===== config.mk =====
export PLATFORM = sky130hd
export DESIGN_NAME = ths_queue
export DESIGN_NICKNAME = d
export VERILOG_FILES = /design/src/hw/rtl/ths_pkg.sv /design/src/hw/rtl/ths_queue.sv
export VERILOG_INCLUDE_DIRS = /design/src /design/src/hw/rtl
export SDC_FILE = /design/constraint.sdc
export NUM_CORES = 1
export LEC_CHECK = 0
export BUFFER_PORTS_ARGS = -buffer_cell sky130_fd_sc_hd__buf_2
export CAP_MARGIN = 30
export CORE_ASPECT_RATIO = 0.75
export CORE_MARGIN = 5
export CORE_UTILIZATION = 50
export DETAILED_ROUTE_END_ITERATION = 12
export GPL_ROUTABILITY_DRIVEN = 1
export PLACE_DENSITY = 0.77
export SKIP_CTS_REPAIR_TIMING = 1
export SLEW_MARGIN = 10
export SYNTH_ARGS = -nofsm -noshare
export SYNTH_HDL_FRONTEND = slang
export SYNTH_SLANG_ARGS = --single-unit

===== constraint.sdc =====
create_clock -name clk -period 6.7 [get_ports clk]
set_input_delay 1.34 -clock clk [delete_from_list [all_inputs] [get_ports clk]]
set_output_delay 1.34 -clock clk [all_outputs]
set_load 0.01 [all_outputs]

===== src/hw/rtl/terrain_height_sampler_assert.svh =====
// Assertion macros shared by the sampler's RTL files.
// Each macro expects signals named clk and rst in the enclosing module.
`ifndef TERRAIN_HEIGHT_SAMPLER_ASSERT_SVH
`define TERRAIN_HEIGHT_SAMPLER_ASSERT_SVH

// A condition that holds at every clock edge outside reset.
`define THS_ASSERT(label, cond, msg) \
  label: assert property (@(posedge clk) disable iff (rst) (cond)) else $error(msg);

// An antecedent that implies a consequent in the same cycle.
`define THS_ASSERT_IMPL(label, ante, cons, msg) \
  label: assert property (@(posedge clk) disable iff (rst) (ante) |-> (cons)) else $error(msg);

`endif


===== src/hw/rtl/ths_pkg.sv =====
`default_nettype none
package ths_pkg;

  localparam int GRID_DIM_DEF = 128;
  localparam int QUEUE_DEPTH_DEF = 4;
  localparam logic [15:0] SCALE_RESET = 16'd256;

  // Divider geometry: a 31-bit position shifted left by 8, over a 16-bit scale.
  localparam int DIV_BITS = 39;
  localparam int REM_BITS = 17;
  localparam int FRAC_BITS = 16;
  localparam logic [16:0] FRAC_ONE = 17'h10000;

  // One queued item after classification.
  typedef struct packed {
    logic        is_write;
    logic        wr_ok;
    logic [6:0]  wx;
    logic [6:0]  wz;
    logic [15:0] wdata;
    logic        bad;
    logic [30:0] px;
    logic [30:0] pz;
  } ths_item_t;

  // Item state that rides along the divider pipeline.
  typedef struct packed {
    logic        valid;
    logic        is_write;
    logic        wr_ok;
    logic [6:0]  wx;
    logic [6:0]  wz;
    logic [15:0] wdata;
    logic        bad;
  } ths_meta_t;

  // Item state behind the grid lookup.
  typedef struct packed {
    logic valid;
    logic zero;
    logic oor;
  } ths_tail_t;

  // Queue fill status.
  typedef struct packed {
    logic full;
    logic empty;
  } ths_qstat_t;

endpackage
`default_nettype wire


===== src/hw/rtl/ths_queue.sv =====
`default_nettype none
`include "terrain_height_sampler_assert.svh"
module ths_queue #(
  parameter int DEPTH = ths_pkg::QUEUE_DEPTH_DEF
) (
  input  wire logic                clk,
  input  wire logic                rst,
  input  wire logic                push,
  input  wire ths_pkg::ths_item_t  push_item,
  input  wire logic                pop,
  output ths_pkg::ths_item_t       head,
  output ths_pkg::ths_qstat_t      qstat
);
  import ths_pkg::*;

  localparam int PW = (DEPTH > 1) ? $clog2(DEPTH) : 1;

  ths_item_t     slots [DEPTH];
  logic [PW-1:0] wr_ptr;
  logic [PW-1:0] rd_ptr;
  logic [PW:0]   count;

  assign qstat.full = (count == (PW+1)'(DEPTH));
  assign qstat.empty = (count == '0);
  assign head = slots[rd_ptr];

  // Pointers and fill count.
  always_ff @(posedge clk) begin
    if (rst) begin
      wr_ptr <= '0;
      rd_ptr <= '0;
      count <= '0;
    end else begin
      if (push) begin
        wr_ptr <= (wr_ptr == PW'(DEPTH - 1)) ? '0 : wr_ptr + 1'b1;
      end
      if (pop) begin
        rd_ptr <= (rd_ptr == PW'(DEPTH - 1)) ? '0 : rd_ptr + 1'b1;
      end
      if (push && !pop) begin
        count <= count + 1'b1;
      end else if (pop && !push) begin
        count <= count - 1'b1;
      end
    end
  end

  // Item storage.
  always_ff @(posedge clk) begin
    if (push) begin
      slots[wr_ptr] <= push_item;
    end
  end

  `THS_ASSERT(a_count_bound, count <= (PW+1)'(DEPTH), "queue count beyond depth")
  `THS_ASSERT_IMPL(a_pop_nonempty, pop, count != '0, "pop from empty queue")

endmodule
`default_nettype wire


==> impl_metrics.csv <==
group,metric,value,unit
die,die_h,156,um
clock_tree,cts_max_level,2,
grt,grt_pass1_wl,40400,um
detailed_routing,drc_errors,0,
detailed_routing,wirelength,26200,um
finish,drive_above_1_share,45.2,%
detailed_routing,wl_per_cell,22.3,um
detailed_routing,ant_nets,0,
die,die_x,205,um
grt,antenna_found_initial,6,
placed_design,io_buffers,195,
detailed_routing,via_count,6266,
run_status,status,"completed",
pwr,power_switching,1.12,mW
logic_synthesis,synth_seq_area_share,81.7,%
logic_synthesis,synthArstFlopShare,0,%
pwr,pwr-share-comb,7.9,%
die,die_area,31900,um2
job,drv_cap,0,
finish,regArea,11600,um2
grt,grt_max_degree,86,
clock_tree,clock_path_buffers,3,
placed_design,dp_hpwl,15800,um
logic_synthesis,yosysUniqueCellTypes,19,
sta,relSlewSlack,36.3,%
die,rows,53,
grt,overflow,0,
detailed_routing,dr.first_iter.drc_count,444,
clock_tree,cts_tree,"built",
sta,skew,0.00837,ns
detailed_routing,vias_per_cell,5.33,
logic_synthesis,synth_area_per_cell,26.2,um2
setup_path,worstPathArrival,2.65,ns
finish,layout_common_cells,"edfxtp_1, buf_2, mux4_2",
setup_path,r2r-start,"wr_ptr[0]",
sta,finalSetupTns,0,ns
sta,tightest_slew,0.956,ns
setup_path,critPathMaxFanout,63,
pwr,ir_drop,0.220,mV
min_path,min_from,"count[2]",
pwr,pwr-share-clk,39.2,%
logic_synthesis,syn_nets,647,
finish,nFillCells,1979,
sta,post-route-period-util,59.6,%
logic_synthesis,synth_area,14200,um2
detailed_routing,firstDrtPassIters,4,
pwr,pwr-share-seq,52.8,%
placed_design,place.gp.congestion,0.757,
clock_tree,insertion_delay,0.52,ns
sta,finalHoldViolations,0,
sta,period_needed,3.99,ns
grt,gr-usage-all-layers,16.7,%
clock_tree,cts_buffers,37,
die,start_util,50.7,%
finish,area_growth_syn_to_layout,18.2,%
logic_synthesis,synth_edf_count,380,
clock_tree,ctsRootBufferMaster,"clkbuf_16",
die,core_area,28000,um2
sta,fmax,251,MHz
logic_synthesis,ys_ff_latch,389,
setup_path,crit_type,"reg -> out",
clock_tree,clk_pin_slew,0.06,ns
pwr,p_sw_share,20.9,%
min_path,worstHoldPathType,"reg -> reg",
sta,grt_setup_unrepaired,"false",
pwr,intPower,4.24,mW
pwr,p_per_area,319,nW/um2
setup_path,cp.required,5.36,ns
sta,setup_viol,0,
placed_design,placed_cells,1105,
finish,multiInputGateArea,2390,um2
setup_path,end_kind,"output pin",
finish,final_cells,1175,
logic_synthesis,yosysWarnings,0,
die,pin_count,196,
grt,first_global_vias,6828,
clock_tree,cts_sinks,389,
finish,layout_commonest_cell,"edfxtp_1",
setup_path,start_kind,"flop",
pwr,power.leakage,5.63,nW
logic_synthesis,syn_inst,541,
finish,fin_nets,865,
sta,slew_viol_final,0,
logic_synthesis,synth_flop_cell,"edfxtp_1",
## per-stage QoR
| step | utilization (%) | total power [mW] | cell area (um2) | hold WS (ns) | setup WS, ns |
|---|---|---|---|---|---|
| 6_report | 59.9 | 5.36 | 16800 | 0.513 | 2.71 |
| 2_1_floorplan | - | 3.13 | 14200 | 0.460 | 2.70 |
| 3_3_place_gp | 55.5 | 3.31 | 15500 | 0.482 | 3.25 |
| 3_5_place_dp | 55.5 | 3.32 | 15500 | 0.500 | 3.21 |
| 4_1_cts | 59.9 | 5.42 | 16800 | 0.512 | 2.65 |
| 5_1_grt | 59.9 | 5.57 | 16800 | 0.567 | 2.56 |
## critical path, cell delays in order, from the launching register on
cell and delay, ns:
dfxtp_4 0.96, buf_4 0.58, mux4_2 0.39, buf_2 0.16
## sequential cells by signal (all words and copies together), names as in the netlist, named ones only
register and count:
count 3, wr_ptr 2, slots 380, rd_ptr 2
## area by class of cell
type | instances | area share, %
sequential | 389 | 69.1
timing repair buffer | 201 | 6.16
multi-input combinational | 126 | 14.3
antenna | 2 | 0.0298
inverter | 4 | 0.0895
clock inverter | 26 | 1.54
tap | 385 | 2.87
clock buffer | 42 | 5.89
## layer usage
metal  up-vias  wire length, um  GRT usage [%]
met4        10              411           4.08
met2       195            12500           26.0
li1       2773                -              -
met1      3247            11000           23.4
met5         -               60              0
met3        41             2290           5.71
## power by group through the flow
stage	combinational (mW)	clock (mW)	sequential, mW
4_1_cts	0.437	2.15	2.83
3_5_place_dp	0.435	0	2.88
6_report	0.425	2.10	2.83
3_3_place_gp	0.427	0	2.88
5_1_grt	0.463	2.27	2.84
2_1_floorplan	0.269	0	2.87
## synthesized netlist by cell type (2+ instances only)
cell	number	area, um2
ha_1	6	75.1
clkbuf_1	4	15.0
mux4_2	95	2140
dfxtp_1	9	180
mux2i_1	4	40.0
buf_2	11	55.1
edfxtp_1	380	11400
nor2_1	7	26.3
a21oi_1	2	10.0
inv_1	4	15.0
buf_12	6	120
and2_1	4	25.0
nor3b_1	2	15.0
xor2_1	2	17.5
## worst paths after layout
check | end | slack (ns) | depth (start not counted)
worst max-delay path | head[63] | 2.71 | 3
worst min-delay path | count[2] | 0.51 | 2
worst max register to register | slots[3][25] | 4.31 | 3
worst min register to register | count[2] | 0.51 | 2
## cells by family (layout without fill, tap and decap cells)
logic type      count (synthesis)  after routing  synth area share, %
compound gates                  3              3                0.106
fa+ha+maj                       7              7                0.670
flops                         389            389                 81.7
simple gates                   15             15                0.547
buf+inv                        26            273                 1.53
other cells                     0              2                    0
mux                            99             99                 15.4
xor+xnor                        2              2                0.123
Power figures use the tool's default switching activity.
