$ cat src/hw/rtl/terrain_height_sampler_assert.svh
// Assertion macros shared by the sampler's RTL files.
// Each macro expects signals named clk and rst in the enclosing module.
`ifndef TERRAIN_HEIGHT_SAMPLER_ASSERT_SVH
`define TERRAIN_HEIGHT_SAMPLER_ASSERT_SVH

// A condition that holds at every clock edge outside reset.
`define THS_ASSERT(label, cond, msg) \
  label: assert property (@(posedge clk) disable iff (rst) (cond)) else $error(msg);

// An antecedent that implies a consequent in the same cycle.
`define THS_ASSERT_IMPL(label, ante, cons, msg) \
  label: assert property (@(posedge clk) disable iff (rst) (ante) |-> (cons)) else $error(msg);

`endif

$ cat src/hw/rtl/ths_pkg.sv
`default_nettype none
package ths_pkg;

  localparam int GRID_DIM_DEF = 128;
  localparam int QUEUE_DEPTH_DEF = 4;
  localparam logic [15:0] SCALE_RESET = 16'd256;

  // Divider geometry: a 31-bit position shifted left by 8, over a 16-bit scale.
  localparam int DIV_BITS = 39;
  localparam int REM_BITS = 17;
  localparam int FRAC_BITS = 16;
  localparam logic [16:0] FRAC_ONE = 17'h10000;

  // One queued item after classification.
  typedef struct packed {
    logic        is_write;
    logic        wr_ok;
    logic [6:0]  wx;
    logic [6:0]  wz;
    logic [15:0] wdata;
    logic        bad;
    logic [30:0] px;
    logic [30:0] pz;
  } ths_item_t;

  // Item state that rides along the divider pipeline.
  typedef struct packed {
    logic        valid;
    logic        is_write;
    logic        wr_ok;
    logic [6:0]  wx;
    logic [6:0]  wz;
    logic [15:0] wdata;
    logic        bad;
  } ths_meta_t;

  // Item state behind the grid lookup.
  typedef struct packed {
    logic valid;
    logic zero;
    logic oor;
  } ths_tail_t;

  // Queue fill status.
  typedef struct packed {
    logic full;
    logic empty;
  } ths_qstat_t;

endpackage
`default_nettype wire

$ cat src/hw/rtl/ths_front.sv
`default_nettype none
module ths_front #(
  parameter int GRID_DIM = ths_pkg::GRID_DIM_DEF
) (
  input  wire logic               in_valid,
  output logic                    in_stall,
  input  wire logic               cmd,
  input  wire logic [6:0]         cell_x,
  input  wire logic [6:0]         cell_z,
  input  wire logic signed [15:0] height_in,
  input  wire logic signed [31:0] pos_x,
  input  wire logic signed [31:0] pos_z,
  input  wire logic [15:0]        cell_scale,
  input  wire ths_pkg::ths_qstat_t qstat,
  output logic                    push,
  output ths_pkg::ths_item_t      item
);
  import ths_pkg::*;

  // Accept whenever the queue has room.
  assign in_stall = qstat.full;
  assign push = in_valid && !qstat.full;

  // Classify the item: writes inside the grid, samples that can never hit it.
  always_comb begin
    item.is_write = !cmd;
    item.wr_ok = ({4'b0, cell_x} < 11'(GRID_DIM)) && ({4'b0, cell_z} < 11'(GRID_DIM));
    item.wx = cell_x;
    item.wz = cell_z;
    item.wdata = height_in;
    item.bad = pos_x[31] || pos_z[31] || (cell_scale == 16'd0);
    item.px = pos_x[30:0];
    item.pz = pos_z[30:0];
  end

endmodule
`default_nettype wire

$ cat config.mk
export PLATFORM = sky130hd
export DESIGN_NAME = ths_front
export DESIGN_NICKNAME = d
export VERILOG_FILES = /design/src/hw/rtl/terrain_height_sampler_assert.svh /design/src/hw/rtl/ths_pkg.sv /design/src/hw/rtl/ths_front.sv
export SDC_FILE = /design/constraint.sdc
export NUM_CORES = 1
export LEC_CHECK = 0
export BUFFER_PORTS_ARGS = -buffer_cell sky130_fd_sc_hd__buf_4
export CORE_AREA = 2 2 82 84
export DETAILED_ROUTE_END_ITERATION = 12
export DIE_AREA = 0 0 84 86
export GPL_TIMING_DRIVEN = 0
export PLACE_DENSITY = 0.59
export SLEW_MARGIN = 0
export SYNTH_ARGS = -nofsm -noshare
export SYNTH_HDL_FRONTEND = slang
export SYNTH_SLANG_ARGS = --single-unit
$ cat constraint.sdc
create_clock -name vclk -period 1.1
set_clock_uncertainty 0.2 [all_clocks]
set_input_delay 0.11 -clock vclk [all_inputs]
set_output_delay 0.11 -clock vclk [all_outputs]
set_load 0.01 [all_outputs]
==> results of run 1 <==
stage by stage:
| step | power [mW] | TNS [ps] | instance area (um^2) | worst slack [ps] | hold WS [ps] |
|---|---|---|---|---|---|
| 5_1_grt | 0.7773 | -34.77 | 1826 | -34.77 | 199.0 |
| 6_report | 0.7356 | -0.1011 | 1826 | -0.1011 | 196.3 |
| 3_3_place_gp | 0.7118 | -22.10 | 1754 | -22.10 | 196.8 |
| 3_5_place_dp | 0.7151 | -60.43 | 1754 | -60.43 | 196.7 |
| 2_1_floorplan | 0.3647 | 0 | 779.5 | 205.6 | 63.51 |
| 4_1_cts | 0.7375 | -9.817 | 1809 | -9.817 | 196.5 |
what timing repair did:
action	4_1_cts	5_1_grt
gates resized for setup	11	3
hold buffers	0	0
setup endpoints to repair	1	1
cloned	0	0
pin swaps	5	2
area by class of cell:
| cell class | instances | area, um^2 |
|---|---|---|
| Multi-Input combinational cell | 8 | 111.4 |
| Buffer | 94 | 705.7 |
| Fill cell | 658 | 4452 |
| Inverter | 1 | 3.754 |
| Timing Repair Buffer | 117 | 908.4 |
| Tap cell | 77 | 96.34 |
kinds of logic after synthesis:
group	after synthesis	share of synthesized area [%]
simple gates	6	7.225
other cells	1	0.4811
compound gates	1	1.284
buf+inv	95	91.01
report_power, final:
part           switching, mW  internal [mW]  leakage (nW)  total [mW]
clock                      0              0             0           0
combinational          0.245          0.490          1.05       0.736
sequential                 0              0             0           0
total                  0.245          0.490          1.05       0.736
per-layer routing:
metal	vias up	share of wire, %	track usage (%)
met5	-	0	0
met3	0	16	2.021
met4	0	0	0
li1	457	-	-
met2	109	57	15.49
met1	379	27	6.690
worst max-delay path, delay by kind of cell:
kind                   cells  cell delay, ps
AOI/OAI and AO/OA          1             220
buffers and inverters      2             220
and+or+nand+nor            1             240
placed cells by master, fill, tap and decap left out:
cell type,n
a41o_1,1
or2_1,1
buf_4,203
inv_1,1
nor2b_1,1
conb_1,1
buf_6,8
nor4_4,4
worst min path at each step:
stage | from | endpoint | slack (ps) | depth (start not counted)
floorplan | cmd | item[94] | 60 | 1
global placement | height_in[11] | item[74] | 200 | 2
detailed placement | pos_x[22] | item[53] | 200 | 2
CTS | pos_x[22] | item[53] | 200 | 2
global route | height_in[7] | item[70] | 200 | 2
finish | pos_x[22] | item[53] | 200 | 2
cells in the mapped netlist:
library cell	count	area (um^2)
a41o_1	1	10.01
buf_4	94	705.7
conb_1	1	3.750
inv_1	1	3.750
nor2b_1	1	6.260
nor4_1	1	6.260
nor4_2	3	37.54
or2_0	1	6.260
==> flow_summary.toml, run 1 <==
[layout]
fin_util_pct = 29.08
stdcell_count = 297
seq_cells = 0
fin_nets = 336
antenna_cells = 0
clockBufferCount = 0
ff_latch_area_um2 = 0
syn_to_final_growth_pct = 134.2
drive_gt1_share_pct = 97.73

[pwr]
vdd_drop_max_uv = 166.6
p_per_area_nw_per_um2 = 402.9
p_leak_nw = 1.051

[floorplanning]
rows = 29
die_w_um = 84
initial_core_util_pct = 12.42
core_um2 = 6277
ios = 211
die-area_um2 = 7224
die_y_um = 86

[logic_synthesis]
syn_area_um2 = 779.5
ys_seq_area_share_pct = 0
synth_cell_types = 8
synthCells = 103
synth_warnings = 0
syn_nets = 217
avgSynthCellArea_um2 = 7.568

[worst_setup_path]
cp_slowest_cell = "or2_1"
cp_slowest_stage_delay_ps = 240
crit_arrival_ps = 790
end_kind = "primary output"
crit_chain = "buf_4 > or2_1 > a41o_1 > buf_6"
critPathMaxFanout = 1
worstSetupPathType = "in -> out"
cp-endpoint = "item[62]"
required_ps = 790
startpoint = "pos_z[31]"
worstSetupStartpointType = "input port"

[timing]
finalCriticalPeriod_ps = 1100
rsz0062_at_grt = "true"
drv_slew = 0
hold_viol_final = 0
setup_violations = 1
setup_ws_ps = -0.1011
fin_crit_sh_pct = 100.0
clock.fmax_mhz = 909.0

[outcome]
status = "finished with violations"
violations = "setup timing"

[place]
dp_hpwl_mm = 3.024
dp_cells = 297
portBuffers = 117
place.gp.congestion = 0.7346

[drt]
drt_pass1_iterations = 2
ant_nets = 0
drcViolationCount = 0
drt_iter0_drc = 4
vias = 945
wirelength_mm = 3.217
avgViaCountPerCell = 3.182
routedWlPerCell_um = 10.83

[worst_hold_path]
hold_class = "in -> out"

[global_route]
overflow = 0
antenna_found_initial = 0
grt_pass1_vias = 912
grt_max_degree = 3
grt_usage_pct = 7.037
grt_pass1_wl_mm = 4.298

[job]
maxCapViolations = 0

[clock_tree]
cts_setup_buffers = 0
(Power assumes the default switching activity.)
==> inputs of run 2 (changes only) <==
--- a/config.mk
+++ b/config.mk
@@ -10,7 +10,6 @@
 export DETAILED_ROUTE_END_ITERATION = 12
 export DIE_AREA = 0 0 84 86
 export GPL_TIMING_DRIVEN = 0
-export PLACE_DENSITY = 0.59
 export SLEW_MARGIN = 0
 export SYNTH_ARGS = -nofsm -noshare
 export SYNTH_HDL_FRONTEND = slang
==> constraint.sdc (replaced) <==
create_clock -name vclk -period 1
set_clock_uncertainty 0.2 [all_clocks]
set_input_delay 0.1 -clock vclk [all_inputs]
set_output_delay 0.1 -clock vclk [all_outputs]
set_load 0.01 [all_outputs]
==> run 2 against run 1 <==
The run still ends with setup timing left. Non-clock buffer count unchanged. Combinational power increased by 7.2%. Clock-buffer cell count unchanged. Flip-flop and latch count unchanged. Hold slack got worse by 20 ps. Critical path type unchanged. Sequential share of layout area unchanged. Power increased by 7.3%. Core utilization decreased by 0.66 points.
==> flow_summary.toml, run 2 (synthesized netlist as in run 1, its figures left out) <==
[global_route]
overflow = 0
grt_pass1_vias = 829
antenna_found_initial = 0
grt_use_met3_pct = 1.444
grt_max_degree = 3
grt_pass1_wl_mm = 3.857
met1_usage_pct = 6.404
grt_usage_pct = 6.355
grt-busiest-layer = "met2"
use_met2_pct = 13.82

[pwr]
clkPwrFrac_pct = 0
p_leak_nw = 1.041
p_per_area_nw_per_um2 = 442.2
vdd_drop_max_uv = 188.8
internal-power_uw = 530.4
power_frac_seq_pct = 0
switching_power_uw = 258.6
switching_share_pct = 32.78
p_comb_share_pct = 100.0

[timing]
rsz0062_at_grt = "true"
hold_viol_final = 0
hold_slack_ps = 176.2
clock.fmax_mhz = 905.3
fin_setup_tns_ps = -104.7
setup_ws_ps = -104.7
setup_violations = 1
drv_slew = 0
fin_crit_sh_pct = 110.5
finalCriticalPeriod_ps = 1105

[drt]
drt_pass1_iterations = 4
routedWlPerCell_um = 10.36
drcViolationCount = 0
ant_nets = 0
drt_iter0_drc = 6
avgViaCountPerCell = 3.242
vias = 963
wirelength_mm = 3.078

[layout]
layout_common_cells = "buf_4 (207), buf_6 (4), nor4_2 (3)"
stdcell_count = 297
antenna_cells = 0
fin_nets = 336
clockBufferCount = 0
drive_gt1_share_pct = 97.73
fin_area_um2 = 1784
seq_cells = 0
final_common_cell = "buf_4"
syn_to_final_growth_pct = 128.9
ff_latch_area_um2 = 0

[worst_setup_path]
end_kind = "primary output"
crit_chain = "buf_6 > nor4_4 > a41o_1 > buf_6"
worstSetupPathType = "in -> out"
required_ps = 700
cp_slowest_stage_delay_ps = 300
critPathMaxFanout = 1
crit_arrival_ps = 800
cpMostUsedCell = "buf_6"
cp_slowest_cell = "nor4_4"
worstSetupStartpointType = "input port"

[floorplanning]
die-area_um2 = 7224
die_w_um = 84
rows = 29
ios = 211
die_y_um = 86
initial_core_util_pct = 12.42
core_um2 = 6277

[outcome]
violations = "setup timing"
status = "finished with violations"

[place]
portBuffers = 117
place_ws_ps = -215.9
dp_cells = 297
place.gp.congestion = 0.7553
postPlaceCellArea_um2 = 1754

[job]
maxCapViolations = 0

[worst_hold_path]
hold_class = "in -> out"

[clock_tree]
cts_setup_buffers = 0
==> run 2: cell counts in the layout (fill, tap and decap cells not counted) <==
Identical to the previous run, type by type.
==> run 2: stage by stage <==
stage	utilization [%]	power, mW
global route	28.42	0.8361
global placement	27.94	0.7832
floorplan	-	0.4012
detailed placement	27.94	0.7880
CTS	28.26	0.7979
finish	28.42	0.7890
==> run 2: area by class of cell <==
cell class | instances | area [um^2]
Tap cell | 77 | 96.34
Inverter | 1 | 3.754
Buffer | 94 | 705.7
Fill cell | 683 | 4493
Timing Repair Buffer | 117 | 893.4
Multi-Input combinational cell | 8 | 85.08
==> run 2: metal layers <==
metal  wire length (um)  vias up  part of all wire, %
li1                   -      457                    -
met1                796      393                   26
met2               1778      113                   58
met3                503        0                   16
met4                  0        0                    0
met5                  0        -                    0
==> run 2: worst paths after layout <==
path,endpoint,depth (start not counted),startpoint
min,item[53],2,pos_x[22]
max,item[62],4,cell_scale[10]
==> run 2: what timing repair did <==
item | CTS | global route
endpoints found under the setup margin | 1 | 1
pin swaps | 2 | 2
resized for setup | 4 | 2
hold buffers | 0 | 0
==> run 2: power by group through the flow <==
stage	clock network, mW	logic, mW	registers, mW
global route	0	0.836	0
detailed placement	0	0.788	0
CTS	0	0.798	0
finish	0	0.789	0
global placement	0	0.783	0
floorplan	0	0.401	0
==> run 2: worst max-delay path: cells and delay by family <==
family | cells | cell delay, ps
AND/OR/NAND/NOR | 1 | 300
AO/OA/AOI/OAI | 1 | 210
buffers and inverters | 2 | 190
